$ cat config.mk
export PLATFORM = sky130hd
export DESIGN_NAME = lfsf_scan
export DESIGN_NICKNAME = d
export VERILOG_FILES = /design/src/lfsf_pkg.sv /design/src/lfsf_scan.sv
export SDC_FILE = /design/constraint.sdc
export NUM_CORES = 1
export LEC_CHECK = 0
export BUFFER_PORTS_ARGS = -buffer_cell sky130_fd_sc_hd__buf_2
export CORE_MARGIN = 8
export CORE_UTILIZATION = 30
export DETAILED_ROUTE_END_ITERATION = 8
export GPL_TIMING_DRIVEN = 1
export PLACE_DENSITY = 0.5
export SLEW_MARGIN = 10
export SYNTH_ARGS = -nofsm -noshare
export SYNTH_HDL_FRONTEND = slang
export SYNTH_SLANG_ARGS = --single-unit
export TNS_END_PERCENT = 5
$ cat constraint.sdc
create_clock -name clk -period 1.9 [get_ports clk]
set_input_delay 0.38 -clock clk [delete_from_list [all_inputs] [get_ports clk]]
set_output_delay 0.38 -clock clk [all_outputs]
set_load 0.05 [all_outputs]
$ cat src/lfsf_pkg.sv
`timescale 1ns / 1ps
// ----------------------------------------------------------------------------
// lfsf_pkg
// Shared types and constants of the largest free square finder.
// ----------------------------------------------------------------------------
package lfsf_pkg;

	localparam int MAX_WIDTH_DEFAULT = 1024;
	localparam int MAX_ROWS_DEFAULT  = 4096;

	// fixed field widths
	localparam int SIDE_W    = 11;
	localparam int OUT_COL_W = 10;
	localparam int OUT_ROW_W = 12;
	localparam int CFG_W     = 13;
	localparam int CFG_IDX_W = 1;
	localparam int IN_DATA_W  = 8;
	localparam int OUT_DATA_W = 40;

	localparam logic [SIDE_W-1:0] SIDE_MAX = {SIDE_W{1'b1}};

	// register reset values before clamping
	localparam int ROW_WIDTH_RESET = 1024;
	localparam int ROW_COUNT_RESET = 4096;

	// register indexes
	localparam logic [CFG_IDX_W-1:0] REG_ROW_WIDTH = 1'b0;
	localparam logic [CFG_IDX_W-1:0] REG_ROW_COUNT = 1'b1;

	// where the current cell sits in the grid
	typedef struct packed {
		logic bottom;     // bottom row of the grid
		logic rightmost;  // rightmost column
		logic row_end;    // column 0
		logic last_cell;  // row 0, column 0
	} lfsf_pos_flags_t;

endpackage

$ cat src/lfsf_scan.sv
`timescale 1ns / 1ps
// ----------------------------------------------------------------------------
// lfsf_scan
// Grid geometry registers and the column/row scan position of the next cell.
// ----------------------------------------------------------------------------
module lfsf_scan #(
	parameter int MAX_WIDTH = lfsf_pkg::MAX_WIDTH_DEFAULT,
	parameter int MAX_ROWS  = lfsf_pkg::MAX_ROWS_DEFAULT,
	parameter int COL_W     = 10,
	parameter int ROW_W     = 12
) (
	input  logic                            clk,
	input  logic                            arst_n,
	input  logic                            cfg_we,
	input  logic [lfsf_pkg::CFG_IDX_W-1:0]  cfg_index,
	input  logic [lfsf_pkg::CFG_W-1:0]      cfg_wdata,
	input  logic                            advance,
	output logic [COL_W-1:0]                col,
	output logic [ROW_W-1:0]                row,
	output lfsf_pkg::lfsf_pos_flags_t       flags
);

	import lfsf_pkg::*;

	localparam int RST_W = (ROW_WIDTH_RESET > MAX_WIDTH) ? MAX_WIDTH : ROW_WIDTH_RESET;
	localparam int RST_R = (ROW_COUNT_RESET > MAX_ROWS) ? MAX_ROWS : ROW_COUNT_RESET;
	localparam logic [COL_W-1:0] RESET_LAST_COL = COL_W'(RST_W - 1);
	localparam logic [ROW_W-1:0] RESET_LAST_ROW = ROW_W'(RST_R - 1);
	localparam logic [COL_W-1:0] CLAMP_LAST_COL = COL_W'(MAX_WIDTH - 1);
	localparam logic [ROW_W-1:0] CLAMP_LAST_ROW = ROW_W'(MAX_ROWS - 1);

	logic [COL_W-1:0] last_col_q, col_q, new_last_col;
	logic [ROW_W-1:0] last_row_q, row_q, new_last_row;
	logic [10:0]      wval;
	logic [12:0]      rval;

	assign wval = cfg_wdata[10:0];
	assign rval = cfg_wdata[12:0];

	// clamp the written value into 1..MAX and keep it as the last index
	always_comb begin
		new_last_col = last_col_q;
		new_last_row = last_row_q;
		if (cfg_index == REG_ROW_WIDTH) begin
			if (wval == '0) begin
				new_last_col = '0;
			end else if (int'(wval) > MAX_WIDTH) begin
				new_last_col = CLAMP_LAST_COL;
			end else begin
				new_last_col = COL_W'(wval - 11'd1);
			end
		end else begin
			if (rval == '0) begin
				new_last_row = '0;
			end else if (int'(rval) > MAX_ROWS) begin
				new_last_row = CLAMP_LAST_ROW;
			end else begin
				new_last_row = ROW_W'(rval - 13'd1);
			end
		end
	end

	always_ff @(posedge clk or negedge arst_n) begin
		if (!arst_n) begin
			last_col_q <= RESET_LAST_COL;
			last_row_q <= RESET_LAST_ROW;
			col_q      <= RESET_LAST_COL;
			row_q      <= RESET_LAST_ROW;
		end else if (cfg_we) begin
			// restart the scan with the new geometry
			last_col_q <= new_last_col;
			last_row_q <= new_last_row;
			col_q      <= new_last_col;
			row_q      <= new_last_row;
		end else if (advance) begin
			if (col_q != '0) begin
				col_q <= col_q - 1'b1;
			end else begin
				col_q <= last_col_q;
				row_q <= (row_q != '0) ? row_q - 1'b1 : last_row_q;
			end
		end
	end

	assign col             = col_q;
	assign row             = row_q;
	assign flags.bottom    = (row_q == last_row_q);
	assign flags.rightmost = (col_q == last_col_q);
	assign flags.row_end   = (col_q == '0);
	assign flags.last_cell = (col_q == '0) && (row_q == '0);

endmodule

; ---- Word level (Yosys, flattened, before mapping)
; Cells that the tools add are included.
[op_classes]
mul = 0
addsub = 4
n_lt_le_gt_ge = 2
eq_ne = 3
shift = 0
n_div = 0
n_bitwise = 0
reduce_logical = 9
muxes = 13
[ops]
columns = operator, n
row1 = $mux 12, 7
row2 = $mux 10, 6
row3 = $sub 12x1->12 const B, 2
row4 = $sub 10x1->10 const B, 2
row5 = $gt 13x13->1 const B, 1
row6 = $logic_not 13->1, 1
row7 = $eq 12x12->1, 1
row8 = $logic_not 12->1, 1
row9 = $reduce_bool 12->1, 1
row10 = $gt 11x11->1 const B, 1
row11 = $logic_not 11->1, 1
row12 = $eq 10x10->1, 1
row13 = $logic_not 10->1, 1
row14 = $reduce_bool 10->1, 1
row15 = $ne 2x2->1 const B, 1
row16 = $reduce_and 2->1, 1
row17 = $reduce_bool 2->1, 1
row18 = $logic_and 1x1->1, 1
[totals]
mem_count = 0
elab_cells = 35
ramBits = 0
in_bits = 18
reg_bits = 44
rom_bits = 0
out_inout_bits = 26
latch_bits = 0

; ---- Depth between registers and ports, before layout
[depth]
word_depth = 5
mapped_depth = 8
ltp_nobuf = 8

; ---- Worst setup path before layout
; OpenSTA, ideal clock, no wires.
[synth_timing]
path_type = register to output
from = register col_q[3] (netlist: col[3])
to = output flags[2] in the netlist's numbering
setup_slack_ns = -1.067
stages_incl_launch_ff = 4
path_buffers = 1
arrival_time_ns = 2.587
required_ns = 1.520
cell_sequence = dfstp_2 -> clkbuf_1 -> xor2_1 -> nor4_1
[synth_rtl]
columns = item, line
row1 = from (decl), lfsf_scan.sv:32  ; logic [COL_W-1:0] last_col_q, col_q, new_last_col;
row2 = from (signal assigned), lfsf_scan.sv:73  ; col_q <= new_last_col;
row3 = from (signal assigned), lfsf_scan.sv:77  ; col_q <= col_q - 1'b1;
row4 = from (signal assigned), lfsf_scan.sv:79  ; col_q <= last_col_q;
row5 = to (decl), lfsf_scan.sv:20  ; output lfsf_pkg::lfsf_pos_flags_t flags

==> results.yml <==
synthesis:
  postSynthAreaPerCell_um2: 8.55
  synthTopCellsByCount: "44 x dfstp_2, 38 x nand2_1, 30 x nor2_1, 25 x a21oi_1, 25 x xnor2_1"
  synth.distinct_cells: 56
  synth_edf_count: 0
  synth_flop_cell: "dfstp_2"
  yosys_warnings: 0
  synthArstFlopShare_pct: 100
  yosysTopAreaCellShare_pct: 35.0
  synth_cells: 387
  yosys-top-cells-area: "dfstp_2 35%, xnor2_1 6.6%, nand2_1 4.3%, a21oi_1 3.8%, o21ai_0 3.5%"
  synth-seq-cells: 44
  yosys.area.top_type: "dfstp_2"
  ys_seq_area_share_pct: 35.0
  syn-cell-area_mm2: 0.00331
  synth.most_common_cell: "dfstp_2"
  syn_nets: 410
hold_path:
  hold_class: "in2reg"
critical_path:
  path_max_fanout: 4
  required_ns: 1.52
  cp-end-kind: "output pin"
  crit_path_top_delay_cell: "dfstp_4"
  critPathMaxStageDelay_ns: 0.64
  critPathLaunchType: "register"
  arrival_ns: 1.70
  critPathKind: "reg2out"
  cp_cell_sequence: "buf_6 > xnor2_2 > nand4_1 > nor4_4 > buf_6"
  critPathMostFrequentCell: "buf_6"
final_layout:
  final_cell_count_no_fill: 652
  nets: 534
  nFillCells: 1069
  diodes: 0
  syn2layout_area_growth_pct: 44.9
  layout-drive-gt1-share_pct: 48.8
  postLayoutCellArea_mm2: 0.00479
detailed_routing:
  remaining_drc_errors: 0
  num_vias: 3514
  antenna_left: 0
  wl_um: 11800
  avgViaCountPerCell: 5.39
  dr.pass1.iters: 4
  drt_iter0_drc: 169
  wl_per_cell_um: 18.1
status:
  status: "finished with violations"
  violations: "negative setup slack"
clock_network:
  clock_latency_ns: 0.31
  clockBufferDepth: 2
  cts_root_buf: "clkbuf_8"
  cts_made_buffers: 5
  clkTransAtPathRegs_ns: 0.09
  cts_tree: "done"
  h-tree-depth: 2
  cts_num_sinks: 44
grt:
  grt.total_usage_pct: 16.3
  grt_max_degree: 45
  antenna_found_initial: 0
  gr-total-overflow: 0
  grt_pass1_wl_um: 19300
  grt_pass1_vias: 3631
pwr:
  p_int_mw: 2.00
  combPwrFrac_pct: 40.1
  seqPwrFrac_pct: 40.7
  switching_power_mw: 1.27
  swShare_pct: 38.8
  power.leakage_nw: 1.88
  power.density_mw_per_mm2: 681
  vdd_ir_drop_max_mv: 0.306
  clkPwrFrac_pct: 19.3
  power_mw: 3.26
die:
  die_area_mm2: 0.0146
  start_util_pct: 30.6
  chipHeight_um: 121
  core_area_mm2: 0.0108
  chipWidth_um: 121
  pin_count: 44
  rows: 38
place:
  gp_congestion: 0.903
  place_area_mm2: 0.00433
  post-place-cells: 634
  hpwlAfterDp_um: 9020
  port_buffers: 43
timing:
  setup_violations: 5
  fmax_mhz: 480
  period_needed_ns: 2.08
  rsz0062_at_grt: "true"
  finClkSkew_ns: 0.00961
  hold_violations: 0
  setup_ws_ns: -0.184
  slew_violations: 0
  maxSlewHeadroom_pct: 61.7
  period_share_pct: 110
  tightest_slew_ns: 0.574
flow_run:
  cap_violations: 0
placed cells by master, fill, tap and decap left out, types with 5 or more instances in the layout:
cell      count
a21oi_1      23
a221oi_2      9
buf_2        39
buf_4        90
buf_6        10
clkbuf_8      6
dfstp_2      43
inv_1        12
nand2_1      37
nand2b_1      5
nand3_1       9
nand4_1       9
nor2_1       27
nor3_1       10
o21a_1        6
o21ai_0      17
o21ai_1       5
o22ai_1       6
o31ai_1       5
xnor2_1      23
flip-flops by register name, indices dropped and copies added (netlist names):
| register | cells |
|---|---|
| last_col_q | 10 |
| col | 10 |
| row | 12 |
| last_row_q | 12 |
final cells by class:
class	instances	area, µm²	area share, %
flip-flops and latches	44	1160	24.2
clock inverters	2	10.0	0.209
inverters	17	70.1	1.46
multi-input cells	301	2260	47.2
repair buffers	142	1030	21.6
well taps	140	175	3.66
clock buffers	6	82.6	1.72
power groups by stage:
| stage | combinational [mW] | clock, mW | sequential [mW] |
|---|---|---|---|
| 6_report | 1.31 | 0.629 | 1.33 |
| 2_1_floorplan | 0.508 | 0 | 1.53 |
| 3_3_place_gp | 1.19 | 0 | 1.32 |
| 4_1_cts | 1.26 | 0.647 | 1.32 |
| 5_1_grt | 1.41 | 0.679 | 1.35 |
| 3_5_place_dp | 1.20 | 0 | 1.33 |
metal layers:
layer	track usage (%)	share of wire, %
met1	22.1	47
met2	25.9	47
met3	2.42	4.7
met4	5.54	1.2
met5	0	0
per-stage QoR:
stage	worst slack (ns)	hold WS, ns	TNS, ns	utilization [%]
after floorplan	-0.173	0.232	-3.52	-
after global placement	-0.352	0.501	-10.86	40.1
after detailed placement	-0.411	0.509	-12.19	40.1
after CTS	-0.192	0.410	-0.801	42.7
after global routing	-0.239	0.443	-1.28	44.4
final	-0.184	0.424	-0.626	44.4
worst max-delay path: cells and delay by family, from the launching register on:
kind	cells	cell delay, ns
flip-flops	1	0.64
XOR/XNOR	1	0.12
AND/OR/NAND/NOR	2	0.32
buffers and inverters	2	0.31
what timing repair did:
action	in CTS	in global routing
gates cloned	0	0
gates resized for setup	30	40
hold buffers	0	0
setup endpoints to repair	30	27
buffers inserted	9	1
pin swaps	9	15
path summary, 6_finish.rpt:
| path | startpoint | to | slack, ns | cells after the start |
|---|---|---|---|---|
| setup reg to reg | row[3] | row[7] | 0 | 5 |
| hold reg to reg | last_row_q[4] | last_row_q[4] | 0.53 | 2 |
| min in group asynchronous | arst_n | col[7] | 0.48 | 2 |
| hold / removal | cfg_we | last_row_q[5] | 0.42 | 3 |
| setup / recovery | col[0] | flags[2] | -0.18 | 5 |
| max in group asynchronous | arst_n | row[8] | 1.36 | 2 |
cells by family (layout without fill, tap and decap cells):
kind of cell | Yosys count | after routing | share of synthesized area (%)
DFF | 44 | 44 | 35.0
adders and majority gates | 5 | 5 | 1.89
AOI/OAI and AO/OA | 128 | 128 | 28.9
xor gates and xnor gates | 28 | 28 | 7.42
and+or+nand+nor | 139 | 139 | 21.2
muxes | 1 | 1 | 0.303
buffers and inverters | 42 | 167 | 5.33
(Power assumes the default switching activity.)
